**src/rtl/core/usm_pkg.sv**
```systemverilog
// Package: shared types, codes and constants for the UV sphere mesh generator.
`default_nettype none
package usm_pkg;

    localparam logic [1:0] KIND_POS  = 2'd0;
    localparam logic [1:0] KIND_NORM = 2'd1;
    localparam logic [1:0] KIND_TRI  = 2'd2;
    localparam logic [1:0] KIND_REJ  = 2'd3;

    localparam logic [1:0] CFG_RADIUS   = 2'd0;
    localparam logic [1:0] CFG_BANDS    = 2'd1;
    localparam logic [1:0] CFG_SEGMENTS = 2'd2;

    localparam int ATAN_LEN = 24;
    localparam logic signed [32:0] GAIN_Q30 = 33'sd652032875;
    localparam logic signed [32:0] ONE_Q30  = 33'sd1073741824;

    // arctangent of 2^-k in turns, 2^32 per turn
    localparam logic [29:0] ATAN_TURNS [0:ATAN_LEN-1] = '{
        30'd536870912, 30'd316933406, 30'd167458907, 30'd85004756,
        30'd42667331,  30'd21354465,  30'd10679838,  30'd5340245,
        30'd2670163,   30'd1335087,   30'd667544,    30'd333772,
        30'd166886,    30'd83443,     30'd41722,     30'd20861,
        30'd10430,     30'd5215,      30'd2608,      30'd1304,
        30'd652,       30'd326,       30'd163,       30'd81
    };

    typedef struct packed {
        logic [7:0] band_index;
        logic [7:0] segment_index;
    } t_in;

    typedef struct packed {
        logic [1:0]         kind;
        logic signed [19:0] vec_x;
        logic signed [19:0] vec_y;
        logic signed [19:0] vec_z;
        logic [16:0]        tex_s;
        logic [16:0]        tex_t;
        logic [15:0]        corner_a;
        logic [15:0]        corner_b;
        logic [15:0]        corner_c;
        logic               last_of_run;
    } t_out;

    // per grid point bookkeeping carried down the pipe
    typedef struct packed {
        logic        rej;
        logic        up;
        logic        lo;
        logic [15:0] k1;
        logic [15:0] k2;
    } t_meta;

    typedef struct packed {
        logic [7:0]  r;
        logic [32:0] q;
    } t_div_lane;

    typedef struct packed {
        t_div_lane lat;
        t_div_lane lon;
        logic      rb_s;
        logic      rb_t;
        logic      rb_lat;
        logic      rb_lon;
        t_meta     meta;
    } t_div;

    typedef struct packed {
        logic signed [32:0] x;
        logic signed [32:0] y;
        logic signed [33:0] z;
        logic [1:0]         q;
    } t_rot;

    typedef struct packed {
        t_meta       meta;
        logic [16:0] tex_s;
        logic [16:0] tex_t;
    } t_side;

    typedef struct packed {
        t_rot  lat;
        t_rot  lon;
        t_side side;
    } t_cord;

endpackage
`default_nettype wire

```
**src/rtl/core/usm_div_cell.sv**
```systemverilog
// One restoring division step for the latitude and longitude lanes.
`default_nettype none
module usm_div_cell #(
    parameter int K = 1
) (
    input  wire logic         i_clk,
    input  wire logic         i_rst_n,
    input  wire logic         i_en,
    input  wire logic         i_v,
    input  wire usm_pkg::t_div i_d,
    input  wire logic [7:0]   i_nb,
    input  wire logic [7:0]   i_ns,
    output logic              o_v,
    output usm_pkg::t_div     o_d
);

    logic [8:0]    lat_r2, lon_r2;
    logic          lat_bit, lon_bit;
    logic [7:0]    lat_rn, lon_rn;
    logic          lat_rnd, lon_rnd;
    usm_pkg::t_div n_d;
    usm_pkg::t_div r_d;
    logic          r_v;

    always_comb begin
        lat_r2  = {i_d.lat.r, 1'b0};
        lon_r2  = {i_d.lon.r, 1'b0};
        lat_bit = lat_r2 >= {1'b0, i_nb};
        lon_bit = lon_r2 >= {1'b0, i_ns};
        lat_rn  = lat_bit ? 8'(lat_r2 - {1'b0, i_nb}) : lat_r2[7:0];
        lon_rn  = lon_bit ? 8'(lon_r2 - {1'b0, i_ns}) : lon_r2[7:0];
        // round half up: remainder plus half the divisor reaches the divisor
        lat_rnd = ({1'b0, lat_rn} + {2'b0, i_nb[7:1]}) >= {1'b0, i_nb};
        lon_rnd = ({1'b0, lon_rn} + {2'b0, i_ns[7:1]}) >= {1'b0, i_ns};

        n_d       = i_d;
        n_d.lat.r = lat_rn;
        n_d.lon.r = lon_rn;
        n_d.lat.q = {i_d.lat.q[31:0], lat_bit};
        n_d.lon.q = {i_d.lon.q[31:0], lon_bit};
        if (K == 16) begin
            n_d.rb_s = lon_rnd;
            n_d.rb_t = lat_rnd;
        end
        if (K == 31) begin
            n_d.rb_lat = lat_rnd;
        end
        if (K == 32) begin
            n_d.rb_lon = lon_rnd;
        end
    end

    always_ff @(posedge i_clk) begin
        if (!i_rst_n) begin
            r_v <= 1'b0;
        end else if (i_en) begin
            r_v <= i_v;
        end
    end

    always_ff @(posedge i_clk) begin
        if (i_en) begin
            r_d <= n_d;
        end
    end

    assign o_v = r_v;
    assign o_d = r_d;

endmodule
`default_nettype wire

```
**config.mk**
```make
export PLATFORM = sky130hd
export DESIGN_NAME = usm_div_cell
export DESIGN_NICKNAME = d
export VERILOG_FILES = /design/src/rtl/core/usm_pkg.sv /design/src/rtl/core/usm_div_cell.sv
export SDC_FILE = /design/constraint.sdc
export NUM_CORES = 1
export LEC_CHECK = 0
export BUFFER_PORTS_ARGS = -buffer_cell sky130_fd_sc_hd__buf_2
export CORE_MARGIN = 2
export CORE_UTILIZATION = 44
export DETAILED_ROUTE_END_ITERATION = 6
export GPL_TIMING_DRIVEN = 0
export PLACE_DENSITY = 0.8
export SLEW_MARGIN = 20
export SYNTH_ARGS = -nofsm -noshare
export SYNTH_HDL_FRONTEND = slang
export SYNTH_SLANG_ARGS = --single-unit
```
**constraint.sdc**
```tcl
create_clock -name i_clk -period 2.15 [get_ports i_clk]
set_input_delay 0.1075 -clock i_clk [delete_from_list [all_inputs] [get_ports i_clk]]
set_output_delay 0.1075 -clock i_clk [all_outputs]
set_load 0.1 [all_outputs]
```
-- Word-level counts from Yosys, hierarchy flattened
Index checks and enable logic that the tools add are counted.
- register bits: 122
- input port bits: 141
- output and inout bits: 122
- word-level logic and storage cells: 22
- $add $sub $neg: 2
- order comparisons: 2
- mux-type cells: 2
- operators with widths (operator ; count):
    $ge A9 B8 Y1 ; 2
    $mux W8 ; 2
    $sub A8 B8 Y8 ; 2

-- Depth between registers and ports, before layout
- depth after elaboration: 2
- gate-level depth with buffers: 8
- depth with buffers taken out: 8

-- Worst setup path after synthesis
Ideal clock, no wire load.
- path type: input to register
- start point: input i_ns[2]
- end point: register r_d, in the netlist o_d[78], data pin
- setup time: 0.255 ns
- data arrival time: 1.476 ns
- data required time: 1.895 ns
- path slack: 0.418 ns
- stages: 7
- path buffers: 0
- cell sequence: inv_1 -> ha_1 -> nor2b_4 -> o31a_1 -> o21a_1 -> or3_1 -> a31o_1
- longest elaborated chain between the ends: 2
- elaborated cells on any way between the ends: 3
- classes of those cells: add/sub (1); order compare (1); mux (1)
- ends and longest elaborated chain (item ; line ; text):
    from (decl) ; usm_div_cell.sv:12 ; input wire logic [7:0] i_ns,
    $sub A8 B8 Y8 or $ge A9 B8 Y1 (tied branches) ; usm_div_cell.sv:31, usm_div_cell.sv:29 ;
    $mux W8 * ; usm_div_cell.sv:31 ; lon_rn = lon_bit ? 8'(lon_r2 - {1'b0, i_ns}) : lon_r2[7:0];
    named net lon_rn[6] ; usm_div_cell.sv:19 ; logic [7:0] lat_rn, lon_rn;
    to (signal assigned) ; usm_div_cell.sv:63 ; r_d <= n_d;
    to (decl) ; usm_div_cell.sv:22 ; usm_pkg::t_div r_d;
Mark *: on every way through the listed nets, which the timed path passes. The rest lies on a longest branch.
A chain may end at the register's enable or synchronous reset.

-- Worst setup path after layout
- start point: input i_d[115] (netlist name)
- end point: register r_d, in the netlist o_d[116], data pin
- longest elaborated chain between the ends: 2
- elaborated cells on any way between the ends: 3
- classes of those cells: add/sub (1); order compare (1); mux (1)
- ends and longest elaborated chain (item ; line ; text):
    from (decl) ; usm_div_cell.sv:10 ; input wire usm_pkg::t_div i_d,
    $ge A9 B8 Y1 ; usm_div_cell.sv:28 ; lat_bit = lat_r2 >= {1'b0, i_nb};
    named net lat_bit ; usm_div_cell.sv:18 ; logic lat_bit, lon_bit;
    $mux W8 ; usm_div_cell.sv:30 ; lat_rn = lat_bit ? 8'(lat_r2 - {1'b0, i_nb}) : lat_r2[7:0];
    named net lat_rn[3] ; usm_div_cell.sv:19 ;
The timed path passes the listed nets, and every way through them passes these cells.

==> flow_summary.toml <==
[outcome]
outcome = "finished, final reports clean"

[sta]
slew_violations = 0
period_share_pct = 93.97
rsz0062_at_grt = "no"
fin_tns_setup_ns = 0
finalSetupViolations = 0
holdWs_ns = 0.01829
fin_crit_ns = 2.020
fmax_ghz = 0.4949
worstMarginPinSlew_ns = 0.5289
fin_ws_ns = 0.1296
finalHoldViolCount = 0
finClkSkew_ns = 0
max-slew-margin-rel_pct = 64.98

[grt]
grt_pass1_vias = 4105
grt_pass1_wl_mm = 21.74
track_usage_pct = 26.18
grt_overflow = 0
antenna_found_initial = 0
grt_max_degree = 87

[clocking]
cts.sinks = 122
hold_buffers = 118
htree_levels = 4
cts_tree = "yes"
clk_pin_slew_ns = 0.06
clkLatencyLatePin_ns = 0.50
cts_buffer_depth = 2
cts-root-buf = "clkbuf_8"
cts.repair.resized = 0
post_cts_buffers = 0
cts_inserted_buffers = 17

[synth]
synth_edf_count = 121
synth_commonest_cells = "edfxtp_1 (121), inv_1 (23), ha_1 (16), nor2_1 (15), a21oi_1 (10)"
synth_area_mm2 = 0.004624
synthDistinctLibCells = 39
synthFlopType = "edfxtp_1"
syn_inst = 259
yosysSeqAreaShare_pct = 79.00
yosys.cell_count.top_type = "edfxtp_1"
ys_ff_latch = 122
syn-num-nets = 418
post-synth-top-area-cell = "edfxtp_1"
syn_area_per_cell_um2 = 17.85
synth_area_leaders = "edfxtp_1 (79%), ha_1 (4.3%), mux2_2 (1.9%)"
synth_top_cell_area_share_pct = 78.57
ys_warn_count = 0
ys_async_sr_fraction_pct = 0

[setup_path]
cp-start-kind = "input pin"
r2r-end = "o_v"
crit_path_end_kind = "flop"
required_ns = 2.40
criticalPathCategory = "in2reg"
ff2ff_setup_slack_ns = 0.96
reg2reg_from = "o_v"
rr_worst_depth = 3
worstPathArrival_ns = 2.27
cp_max_fo = 8

[power_and_ir_drop]
p_per_area_mw_per_mm2 = 1024
ir_worst_vdd_uv = 471.9
p_leak_nw = 3.490
p_total_mw = 8.091

[route]
drt_iter0_markers = 230
ant_nets = 0
wl_per_cell_um = 18.42
drtPass1Iterations = 4
drc = 0
vias_per_cell = 4.803
vias = 3871
wl_mm = 14.84

[finish]
areaGrowthSynthToFinish_pct = 70.81
fin_nets = 816
drive_gt1_share_pct = 45.37
final_area_mm2 = 0.007899
stdcell_count = 806
fin_util_pct = 76.86
diodes = 0

[die]
die_w_um = 106.5
boundaryPins = 263
num_rows = 37
core_mm2 = 0.01028
start_util_pct = 45.00
die-area_mm2 = 0.01135
fp.dieH_um = 106.5

[flow_run]
drv_cap = 0

[placement]
io_buffers = 260
gp_congestion = 0.8704
dpl.hpwl_mm = 8.728
dp_cells = 656
preCtsSetupSlack_ns = 0.1488
place_area_mm2 = 0.006130

[worst_hold_path]
hp-class = "in2reg"
hp-start = "i_d[72]"
holdPathStages = 3
worstHoldEndpoint = "o_d[73]"
worst max path at each step:
stage,endpoint,cells past startpoint,from
6_report,o_d[116],8,i_d[115]
5_1_grt,o_d[117],8,i_d[115]
4_1_cts,o_d[117],8,i_d[115]
3_5_place_dp,o_d[78],7,i_d[72]
3_3_place_gp,o_v,3,i_en
2_1_floorplan,o_d[78],7,i_ns[2]
logic make-up after synthesis:
family | count (synthesis) | share of synthesized area [%]
adders and majority gates | 18 | 5.195
AOI/OAI and AO/OA | 32 | 4.763
buffers and inverters | 24 | 2.110
DFF | 122 | 79.00
xor gates and xnor gates | 6 | 1.136
and+or+nand+nor | 47 | 5.411
muxes | 10 | 2.381
cell type report:
class	instances	area, µm²
well taps	136	170.2
clock buffers	18	417.9
fillers	626	2379
multi-input cells	113	873.3
plain buffers	1	11.26
repair buffers	379	2516
inverters	23	86.33
flip-flops and latches	122	3654
clock inverters	14	170.2
cells in the final DEF (no fill, tap or decap), drive strengths merged, types with 5 or more instances in the layout:
cell and n:
inv 26, nor2 15, o21a 5, ha 16, dlygate4sd3 118, clkbuf 18, nand3 5, mux2 8
a21oi 10, nor2b 5, buf 262, edfxtp 121, o21ai 5, xnor2 5, clkinv 6
power breakdown:
group          leakage (nW)  switching, mW  total, mW  internal [mW]
sequential             1.19         0.0617       2.92           2.86
clock                 0.281           1.04       2.81           1.77
combinational          2.02           1.86       2.36          0.494
total                  3.49           2.97       8.09           5.12
flip-flops by register name, summed over array words and instances (netlist names):
| register | flops |
|---|---|
| o_d | 121 |
| o_v | 1 |
layer usage:
metal	track usage (%)	vias up	wire, µm
met1	26.63	1839	5122
met4	12.15	0	538
li1	-	1792	-
met3	8.032	42	1001
met2	48.67	198	8181
met5	0	-	0
critical path, cell delays in order:
cell	delay, ns
dlygate4sd3_1	0.54
buf_2	0.13
ha_1	0.36
nand3_1	0.12
a21oi_1	0.25
nor4_2	0.09
o21ai_4	0.28
mux2_2	0.39
(Power assumes the default switching activity.)
