$ cat src/rtl/core/usm_pkg.sv
// Package: shared types, codes and constants for the UV sphere mesh generator.
`default_nettype none
package usm_pkg;

    localparam logic [1:0] KIND_POS  = 2'd0;
    localparam logic [1:0] KIND_NORM = 2'd1;
    localparam logic [1:0] KIND_TRI  = 2'd2;
    localparam logic [1:0] KIND_REJ  = 2'd3;

    localparam logic [1:0] CFG_RADIUS   = 2'd0;
    localparam logic [1:0] CFG_BANDS    = 2'd1;
    localparam logic [1:0] CFG_SEGMENTS = 2'd2;

    localparam int ATAN_LEN = 24;
    localparam logic signed [32:0] GAIN_Q30 = 33'sd652032875;
    localparam logic signed [32:0] ONE_Q30  = 33'sd1073741824;

    // arctangent of 2^-k in turns, 2^32 per turn
    localparam logic [29:0] ATAN_TURNS [0:ATAN_LEN-1] = '{
        30'd536870912, 30'd316933406, 30'd167458907, 30'd85004756,
        30'd42667331,  30'd21354465,  30'd10679838,  30'd5340245,
        30'd2670163,   30'd1335087,   30'd667544,    30'd333772,
        30'd166886,    30'd83443,     30'd41722,     30'd20861,
        30'd10430,     30'd5215,      30'd2608,      30'd1304,
        30'd652,       30'd326,       30'd163,       30'd81
    };

    typedef struct packed {
        logic [7:0] band_index;
        logic [7:0] segment_index;
    } t_in;

    typedef struct packed {
        logic [1:0]         kind;
        logic signed [19:0] vec_x;
        logic signed [19:0] vec_y;
        logic signed [19:0] vec_z;
        logic [16:0]        tex_s;
        logic [16:0]        tex_t;
        logic [15:0]        corner_a;
        logic [15:0]        corner_b;
        logic [15:0]        corner_c;
        logic               last_of_run;
    } t_out;

    // per grid point bookkeeping carried down the pipe
    typedef struct packed {
        logic        rej;
        logic        up;
        logic        lo;
        logic [15:0] k1;
        logic [15:0] k2;
    } t_meta;

    typedef struct packed {
        logic [7:0]  r;
        logic [32:0] q;
    } t_div_lane;

    typedef struct packed {
        t_div_lane lat;
        t_div_lane lon;
        logic      rb_s;
        logic      rb_t;
        logic      rb_lat;
        logic      rb_lon;
        t_meta     meta;
    } t_div;

    typedef struct packed {
        logic signed [32:0] x;
        logic signed [32:0] y;
        logic signed [33:0] z;
        logic [1:0]         q;
    } t_rot;

    typedef struct packed {
        t_meta       meta;
        logic [16:0] tex_s;
        logic [16:0] tex_t;
    } t_side;

    typedef struct packed {
        t_rot  lat;
        t_rot  lon;
        t_side side;
    } t_cord;

endpackage
`default_nettype wire

$ cat src/rtl/core/usm_cordic_cell.sv
// One CORDIC rotation for the latitude and longitude lanes.
`default_nettype none
module usm_cordic_cell #(
    parameter int K = 0
) (
    input  wire logic          i_clk,
    input  wire logic          i_rst_n,
    input  wire logic          i_en,
    input  wire logic          i_v,
    input  wire usm_pkg::t_cord i_d,
    output logic               o_v,
    output usm_pkg::t_cord     o_d
);

    localparam logic signed [33:0] ATAN = {4'b0, usm_pkg::ATAN_TURNS[K]};

    usm_pkg::t_cord n_d;
    usm_pkg::t_cord r_d;
    logic           r_v;
    logic signed [32:0] lat_xs, lat_ys, lon_xs, lon_ys;

    always_comb begin
        lat_xs = i_d.lat.x >>> K;
        lat_ys = i_d.lat.y >>> K;
        lon_xs = i_d.lon.x >>> K;
        lon_ys = i_d.lon.y >>> K;
        n_d = i_d;
        if (!i_d.lat.z[33]) begin
            n_d.lat.x = i_d.lat.x - lat_ys;
            n_d.lat.y = i_d.lat.y + lat_xs;
            n_d.lat.z = i_d.lat.z - ATAN;
        end else begin
            n_d.lat.x = i_d.lat.x + lat_ys;
            n_d.lat.y = i_d.lat.y - lat_xs;
            n_d.lat.z = i_d.lat.z + ATAN;
        end
        if (!i_d.lon.z[33]) begin
            n_d.lon.x = i_d.lon.x - lon_ys;
            n_d.lon.y = i_d.lon.y + lon_xs;
            n_d.lon.z = i_d.lon.z - ATAN;
        end else begin
            n_d.lon.x = i_d.lon.x + lon_ys;
            n_d.lon.y = i_d.lon.y - lon_xs;
            n_d.lon.z = i_d.lon.z + ATAN;
        end
    end

    always_ff @(posedge i_clk) begin
        if (!i_rst_n) begin
            r_v <= 1'b0;
        end else if (i_en) begin
            r_v <= i_v;
        end
    end

    always_ff @(posedge i_clk) begin
        if (i_en) begin
            r_d <= n_d;
        end
    end

    assign o_v = r_v;
    assign o_d = r_d;

endmodule
`default_nettype wire

$ cat config.mk
export PLATFORM = sky130hd
export DESIGN_NAME = usm_cordic_cell
export DESIGN_NICKNAME = d
export VERILOG_FILES = /design/src/rtl/core/usm_pkg.sv /design/src/rtl/core/usm_cordic_cell.sv
export SDC_FILE = /design/constraint.sdc
export NUM_CORES = 1
export LEC_CHECK = 0
export BUFFER_PORTS_ARGS = -buffer_cell sky130_fd_sc_hd__buf_2
export CAP_MARGIN = 25
export CORE_AREA = 2 2 217 219
export DETAILED_ROUTE_END_ITERATION = 12
export DIE_AREA = 0 0 219 221
export GPL_TIMING_DRIVEN = 0
export PLACE_DENSITY = 0.65
export SLEW_MARGIN = 20
export SYNTH_ARGS = -nofsm -noshare
export SYNTH_HDL_FRONTEND = slang
export SYNTH_SLANG_ARGS = --single-unit
$ cat constraint.sdc
create_clock -name i_clk -period 5.51 [get_ports i_clk]
set_input_delay 0 -clock i_clk [delete_from_list [all_inputs] [get_ports i_clk]]
set_output_delay 0 -clock i_clk [all_outputs]
set_load 0.01 [all_outputs]
Word-level counts from Yosys, hierarchy flattened
Cells that the tools add are included.
{"block": "word_totals", "ff_bits": 274, "output_inout_bits": 274, "word_cells": 28}
{"block": "classes", "add_sub_neg": 10, "n_mux": 2}
{"cell": "2-to-1 mux 100 bit", "n": 2}
{"cell": "subtractor 33 bit", "n": 4}
{"cell": "adder 34 x 31 -> 34 bit (second input constant)", "n": 2}
{"cell": "subtractor 34 x 31 -> 34 bit (second input constant)", "n": 2}
{"cell": "adder 33 bit", "n": 2}

Longest topological paths before layout
Gate-level depths: netlist (run 1).
{"block": "depth", "depth_word": 2, "mapped_depth": 13, "ltp_nobuf": 12}

Least setup slack after synthesis (run 1)
No wires, ideal clock.
{"block": "synth_timing", "path_kind": "in2reg", "start": "input i_d[105] (netlist name)", "end": "register r_d, in the netlist o_d[160] (data pin)", "setup_ps": 268, "t_arrival_ps": 2281, "required_time_ps": 5242, "slack_ps": 2961, "cell_stages": 11, "n_path_buf": 0, "path_cell_list": "ha_1 fa_1 nor2b_1 o21ai_0 o211ai_1 a221oi_2 o31a_1 o41ai_2 a311oi_1 mux2i_1 xnor2_1"}
{"element": "from (decl)", "line": "usm_cordic_cell.sv:10", "rtl": "input wire usm_pkg::t_cord i_d,"}
{"element": "to (signal assigned)", "line": "usm_cordic_cell.sv:58", "rtl": "r_d <= n_d;"}
{"element": "to (decl)", "line": "usm_cordic_cell.sv:18", "rtl": "usm_pkg::t_cord r_d;"}

==> results.json, run 1 <==
{
  "crit_type": "primary input to flop",
  "fin_tns_setup_ns": 0,
  "setup_viol": 0,
  "io_pins": 551,
  "syn_to_final_growth_pct": 32.1,
  "r2r_start": "o_v",
  "combPwrFrac": 0.312,
  "r2r-end": "o_v",
  "dp_hpwl_um": 57000,
  "place_congestion": 0.937,
  "drive_gt1_frac": 0.240,
  "crit_chain": "dlygate4sd3_1 -> buf_2 -> ha_1 -> fa_1 -> nor2b_1 -> o21a_1 -> o31a_1 -> o21ai_1 -> a21oi_1 -> a31oi_1 -> o21a_1 -> o21ai_1 -> xnor2_1",
  "first_pass_iters": 6,
  "ff2ff_setup_slack_ns": 4.30,
  "critPathArrivalTime_ns": 3.88,
  "ir_drop_mv": 0.240,
  "crit_end": "o_d[272]",
  "final_common_cell": "buf_2",
  "antenna_found_initial": 9,
  "max_stage_delay_ns": 0.60,
  "synth.distinct_cells": 84,
  "rsz0062_at_grt": "false",
  "grt_max_degree": 102,
  "via_per_inst": 5.51,
  "rr_worst_depth": 3,
  "syn_nets": 2460,
  "cts_buffers": 30,
  "rows": 79,
  "max_freq_mhz": 285,
  "drc": 0,
  "leakage_nw": 11.4,
  "seq_area_mm2": 0.00816,
  "postRouteAntennaNets": 0,
  "fin_ws_ns": 2.00,
  "hold_viol": 0,
  "syn_inst": 1977,
  "synth_edf_count": 271,
  "dieHeight_um": 221,
  "period_minus_slack_ns": 3.51,
  "end_kind": "flop",
  "h-tree-depth": 1,
  "pwr-share-clk": 0.302,
  "clk_latency_ns": 0.58,
  "worstSetupStartpointType": "primary input",
  "status": "finished, final reports clean",
  "vias": 18496,
  "overflow": 0,
  "die_w_um": 219,
  "synth.top_cell.area_share": 0.420,
  "yosys.area.top_type": "edfxtp_1",
  "fin_crit_sh": 0.638,
  "drv_cap": 0,
  "final_net_count": 3202,
  "root_buffer": "clkbuf_16",
  "synthFlopType": "edfxtp_1",
  "drt-wirelength-per-cell_um": 21.8,
  "most-common-layout-cells": "569 x buf_2, 271 x edfxtp_1, 216 x a21oi_1",
  "crit_path_top_delay_cell": "a31oi_1",
  "drt_iter0_drc": 1572,
  "p_int_mw": 4.69,
  "grt_pass1_vias": 18400,
  "synth_area_mm2": 0.0194,
  "dp_slack_ns": 2.05,
  "multi_input_area_mm2": 0.0101,
  "core_mm2": 0.0461,
  "slew_headroom": 0.255,
  "start_util": 0.421,
  "cts_buffer_depth": 3,
  "pwr-share-seq": 0.386,
  "grt_usage": 0.291,
  "finalMaxSlewViolations": 0,
  "net-switching-power_mw": 2.28,
  "cp.required_ns": 5.88,
  "swShare": 0.327,
  "avgSynthCellArea_um2": 9.80,
  "place.port_buffers": 549,
  "grt_pass1_wl_um": 109000,
  "hold_class": "primary input to flop",
  "ys_seq_area_frac": 0.421,
  "cts.clk_slew.worst_paths_ns": 0.06,
  "clock-sinks": 272,
  "async_reset_ff_frac": 0,
  "dieArea_mm2": 0.0484,
  "tightest_slew_ns": 1.12,
  "nFillCells": 4203,
  "tritoncts": "done",
  "cts_setup_buffers": 0,
  "p_per_area_mw_per_mm2": 272,
  "crit_fanout": 4,
  "yosys_warnings": 0,
  "ys_ff_latch": 272,
  "ys_top_cells_by_area": "edfxtp_1 42%, ha_1 13%, a21oi_1 5.6%",
  "drt_wl_total_um": 73200,
  "startpoint": "i_d[240]",
  "fin_skew_ns": 0
}
cell families after synthesis:
family | share of synthesized area
DFF | 0.421
muxes | 0.0160
AOI/OAI and AO/OA | 0.205
xor gates and xnor gates | 0.0588
adders and majority gates | 0.136
and+or+nand+nor | 0.105
buffers and inverters | 0.0587
per-layer routing:
metal  part of all wire  vias to the layer above  routed length, um  global-route usage
met5            0.00018                        -                 13                   0
met4              0.028                        2               2030              0.0833
met3              0.072                      117               5240              0.0471
met2               0.48                      836              35100               0.490
met1               0.42                     8948              30800               0.386
li1                   -                     8593                  -                   -
worst max-delay path: cells and delay by family:
kind                     cells  cell delay [ns]
AND/OR/NAND/NOR              1             0.17
buffers and inverters        2             0.69
XOR/XNOR                     1             0.37
adder cells (fa/ha/maj)      2             0.63
AO/OA/AOI/OAI                7             2.01
synth_stat cells, drive strengths merged, types with 13 or more instances:
master	count
o21bai	42
o21ai	114
o211ai	19
xnor2	115
nor2b	18
o21a	13
a21o	55
a21oi	219
edfxtp	271
nor2	159
nand4	19
nand2b	16
buf	39
a211oi	27
o31ai	27
nor3	46
xor2	15
nand2	96
clkbuf	51
inv	197
mux2i	31
ha	198
nand3	21
worst min path at each step:
stage,startpoint,end,slack (ns),cells after the start
after CTS,i_d[109],o_d[109],0.02,5
after global routing,i_d[243],o_d[243],0.05,4
final,i_d[109],o_d[109],0.05,5
after global placement,i_d[22],o_d[22],0.18,1
after floorplan,i_d[0],o_d[0],0.1,0
after detailed placement,i_d[55],o_d[55],0.18,1
area by class of cell:
class / count / area share
buffer: 90 / 0.0148
sequential: 272 / 0.319
clock inverter: 24 / 0.0109
multi-input combinational: 1413 / 0.394
antenna: 7 / 0.000684
clock buffer: 32 / 0.0296
tap: 607 / 0.0297
timing repair buffer: 710 / 0.172
inverter: 202 / 0.0296
power by group through the flow:
stage	Combinational (mW)	Clock [mW]	Sequential, mW
floorplan	1.03	0	2.87
detailed placement	2.03	0	2.73
global route	2.34	2.24	2.71
finish	2.18	2.11	2.69
global placement	2.03	0	2.74
CTS	2.14	2.16	2.69
through the flow:
step                instance area, um2  utilization  cells  power (mW)  hold WS (ns)
floorplan                        19400            -   1977        3.90        0.0989
global placement                 22900        0.497   3133        4.76         0.176
detailed placement               22900        0.498   3135        4.76         0.178
CTS                              25600        0.555   3350        6.99        0.0204
global route                     25600        0.556   3357        7.29        0.0461
finish                           25600        0.556   3357        6.97        0.0465
flip-flops by register name, summed over array words and instances, names as in the netlist:
signal,count
o_d,271
o_v,1
timing repair:
item,4_1_cts,5_1_grt
hold buffers,159,0
hold endpoints to repair,222,0
resized for setup,0,0
Note: power is estimated with default switching activity, not from simulation.
==> run 2, diff against run 1 <==
--- a/config.mk
+++ b/config.mk
@@ -5,13 +5,14 @@
 export SDC_FILE = /design/constraint.sdc
 export NUM_CORES = 1
 export LEC_CHECK = 0
+export ABC_AREA = 1
 export BUFFER_PORTS_ARGS = -buffer_cell sky130_fd_sc_hd__buf_2
 export CAP_MARGIN = 25
-export CORE_AREA = 2 2 217 219
+export CORE_AREA = 2 2 214 216
 export DETAILED_ROUTE_END_ITERATION = 12
-export DIE_AREA = 0 0 219 221
+export DIE_AREA = 0 0 216 218
 export GPL_TIMING_DRIVEN = 0
-export PLACE_DENSITY = 0.65
+export PLACE_DENSITY = 0.76
 export SLEW_MARGIN = 20
 export SYNTH_ARGS = -nofsm -noshare
 export SYNTH_HDL_FRONTEND = slang
==> constraint.sdc (replaced) <==
create_clock -name i_clk -period 3.3 [get_ports i_clk]
set_input_delay 0 -clock i_clk [delete_from_list [all_inputs] [get_ports i_clk]]
set_output_delay 0 -clock i_clk [all_outputs]
set_load 0.01 [all_outputs]
==> run 2 against run 1 <==
  * Non-clock buffer count down 7
  * Register-to-register slack got worse by 2.3 ns
  * Synthesized area increased by 21%
  * Utilization increased by 10 points
  * First-iteration DRC count up 72%
  * Via count grew 38%
  * Largest cell class unchanged
  * Largest power group unchanged
  * Die area shrank 2.7%
  * Synthesized cell count is 73% higher
==> results.json, run 2 <==
{
  "status": "finished, final reports clean",
  "cts_buffer_depth": 3,
  "cp.required_ns": 3.64,
  "crit_path_top_delay_cell": "dlygate4sd3_1",
  "met1_length_um": 36300,
  "cts_hold_buffers": 156,
  "postCtsResizedCells": 0,
  "vias": 25548,
  "postRouteAntennaNets": 0,
  "first_pass_iters": 9,
  "drive_gt1_frac": 0.170,
  "dp_hpwl_um": 73900,
  "p_int_mw": 7.77,
  "rows": 78,
  "grt_pass1_wl_um": 138000,
  "drt-wirelength-per-cell_um": 19.7,
  "cts_setup_buffers": 0,
  "synth.distinct_cells": 38,
  "net-switching-power_mw": 4.41,
  "syn_nets": 3908,
  "clk_latency_ns": 0.58,
  "clock-sinks": 272,
  "cp_num_buf_inv": 4,
  "core_mm2": 0.0449,
  "crit_fanout": 5,
  "ys_top_cells_by_area": "edfxtp_1 35%, nand2_1 19%, ha_1 11%",
  "leakage_nw": 15.9,
  "grt_max_degree": 107,
  "swShare": 0.362,
  "place.port_buffers": 548,
  "pwr-share-seq": 0.362,
  "rsz0062_at_grt": "false",
  "place_congestion": 1.01,
  "dieHeight_um": 218,
  "antenna_found_initial": 14,
  "end_kind": "flop",
  "worstSetupStartpointType": "primary input",
  "startpoint": "i_d[138]",
  "slew_headroom": 0.202,
  "drv_cap": 0,
  "hold_start": "i_d[139]",
  "grt_pass1_vias": 24179,
  "crit_family": "buffers and inverters",
  "drt_wl_total_um": 94600,
  "drt_iter0_drc": 2704,
  "final_net_count": 4645,
  "wl_met3_um": 9320,
  "tightest_slew_ns": 1.20,
  "synth_most_common_cell": "nand2_1",
  "overflow": 0,
  "synthTopCellsByCount": "1161 x nand2_1, 624 x inv_1, 302 x nor2_1",
  "h-tree-depth": 1,
  "drc": 0,
  "hold_class": "primary input to flop",
  "dr_wl_met2_um": 44100,
  "tritoncts": "done",
  "combPwrFrac": 0.340,
  "post-route-util": 0.660,
  "ys_ff_latch": 272,
  "fin_crit_sh": 0.890,
  "via_per_inst": 5.33,
  "period_minus_slack_ns": 2.94,
  "syn_to_final_growth_pct": 26.3,
  "synth_area_mm2": 0.0234,
  "ir_drop_mv": 0.423,
  "async_reset_ff_frac": 0,
  "top_layer": "met5",
  "synth_edf_count": 271,
  "most-common-layout-cells": "1161 x nand2_1, 624 x inv_1, 590 x buf_2",
  "final_common_cell": "nand2_1",
  "max_freq_mhz": 340,
  "max_stage_delay_ns": 0.55,
  "crit_type": "primary input to flop",
  "syn_inst": 3425,
  "p_per_area_mw_per_mm2": 411,
  "fin_skew_ns": 0,
  "critPathArrivalTime_ns": 3.28,
  "io_pins": 551,
  "holdWs_ns": 0.0175,
  "cts.clk_slew.worst_paths_ns": 0.07,
  "grt_usage": 0.390,
  "pwr-share-clk": 0.297,
  "avgSynthCellArea_um2": 6.84,
  "ys_seq_area_frac": 0.348,
  "synthFlopType": "edfxtp_1",
  "cts_buffers": 29,
  "synth.top_cell.area_share": 0.347,
  "yosys_warnings": 0,
  "cpMostUsedCell": "nand2_1",
  "root_buffer": "clkbuf_16",
  "r2r_start": "o_v",
  "finalMaxSlewViolations": 0,
  "setup_viol": 0,
  "largest_register_ff_count": 271,
  "start_util": 0.522,
  "dieArea_mm2": 0.0471,
  "yosys.area.top_type": "edfxtp_1",
  "hold_viol": 0,
  "crit_chain": "dlygate4sd3_1 -> buf_2 -> inv_1 -> ha_1 -> fa_1 -> o21ai_1 -> nand2_1 -> nand2_1 -> nand2_1 -> nand2_1 -> nand2_1 -> nand2_1 -> nand2_1 -> nand3_1 -> nand2_1 -> dlygate4sd3_1",
  "die_w_um": 216
}
-- run 2: logic make-up (layout without fill, tap and decap cells) --
family	count (synthesis)	count (layout)	share of synthesized area
mux	1	1	0.000427
compound gates	337	337	0.0783
other cells	0	11	0
xor+xnor	53	53	0.0198
simple gates	1836	1836	0.320
fa+ha+maj	206	206	0.113
buf+inv	720	1480	0.121
flops	272	272	0.348
-- run 2: per-stage QoR --
stage	instances	power [mW]	setup slack, ns	TNS (ns)	instance area, um2
final	4796	12.2	0.362	0	29600
after floorplan	3425	6.72	1.54	0	23400
after CTS	4785	12.0	0.431	0	29600
after global placement	4573	8.28	-1.67	-412.35	26900
after detailed placement	4575	8.29	0.430	0	27000
after global routing	4792	12.7	0.225	0	29600
-- run 2: worst paths after layout --
kind              endpoint  slack [ns]  depth (start not counted)
hold reg to reg        o_v        1.15                          3
setup reg to reg       o_v        2.03                          3
hold / removal    o_d[106]        0.02                          3
setup / recovery  o_d[170]        0.36                         16
-- run 2: power by group through the flow --
stage	combinational [mW]	sequential, mW	clock, mW
floorplan	2.05	4.67	0
global placement	3.80	4.49	0
detailed placement	3.83	4.46	0
CTS	4.01	4.40	3.61
global route	4.49	4.44	3.75
finish	4.14	4.42	3.62
-- run 2: routing by layer --
metal / GRT usage / up-vias
met4: 0.180 / 8
li1: - / 12226
met3: 0.0685 / 267
met5: 0 / -
met1: 0.482 / 11703
met2: 0.666 / 1344
-- run 2: cell type report --
cell class,count,area [um2]
antenna,11,27.5
timing repair buffer,706,4370
multi-input combinational,2433,12400
clock inverter,23,297
tap,600,751
inverter,633,2380
fill,4089,15300
buffer,87,470
clock buffer,31,733
sequential,272,8160
-- run 2: tightest hold or removal path, cell delays in order --
cell and delay (ns):
buf_2 0.16, fa_1 0.18, o21ai_0 0.09
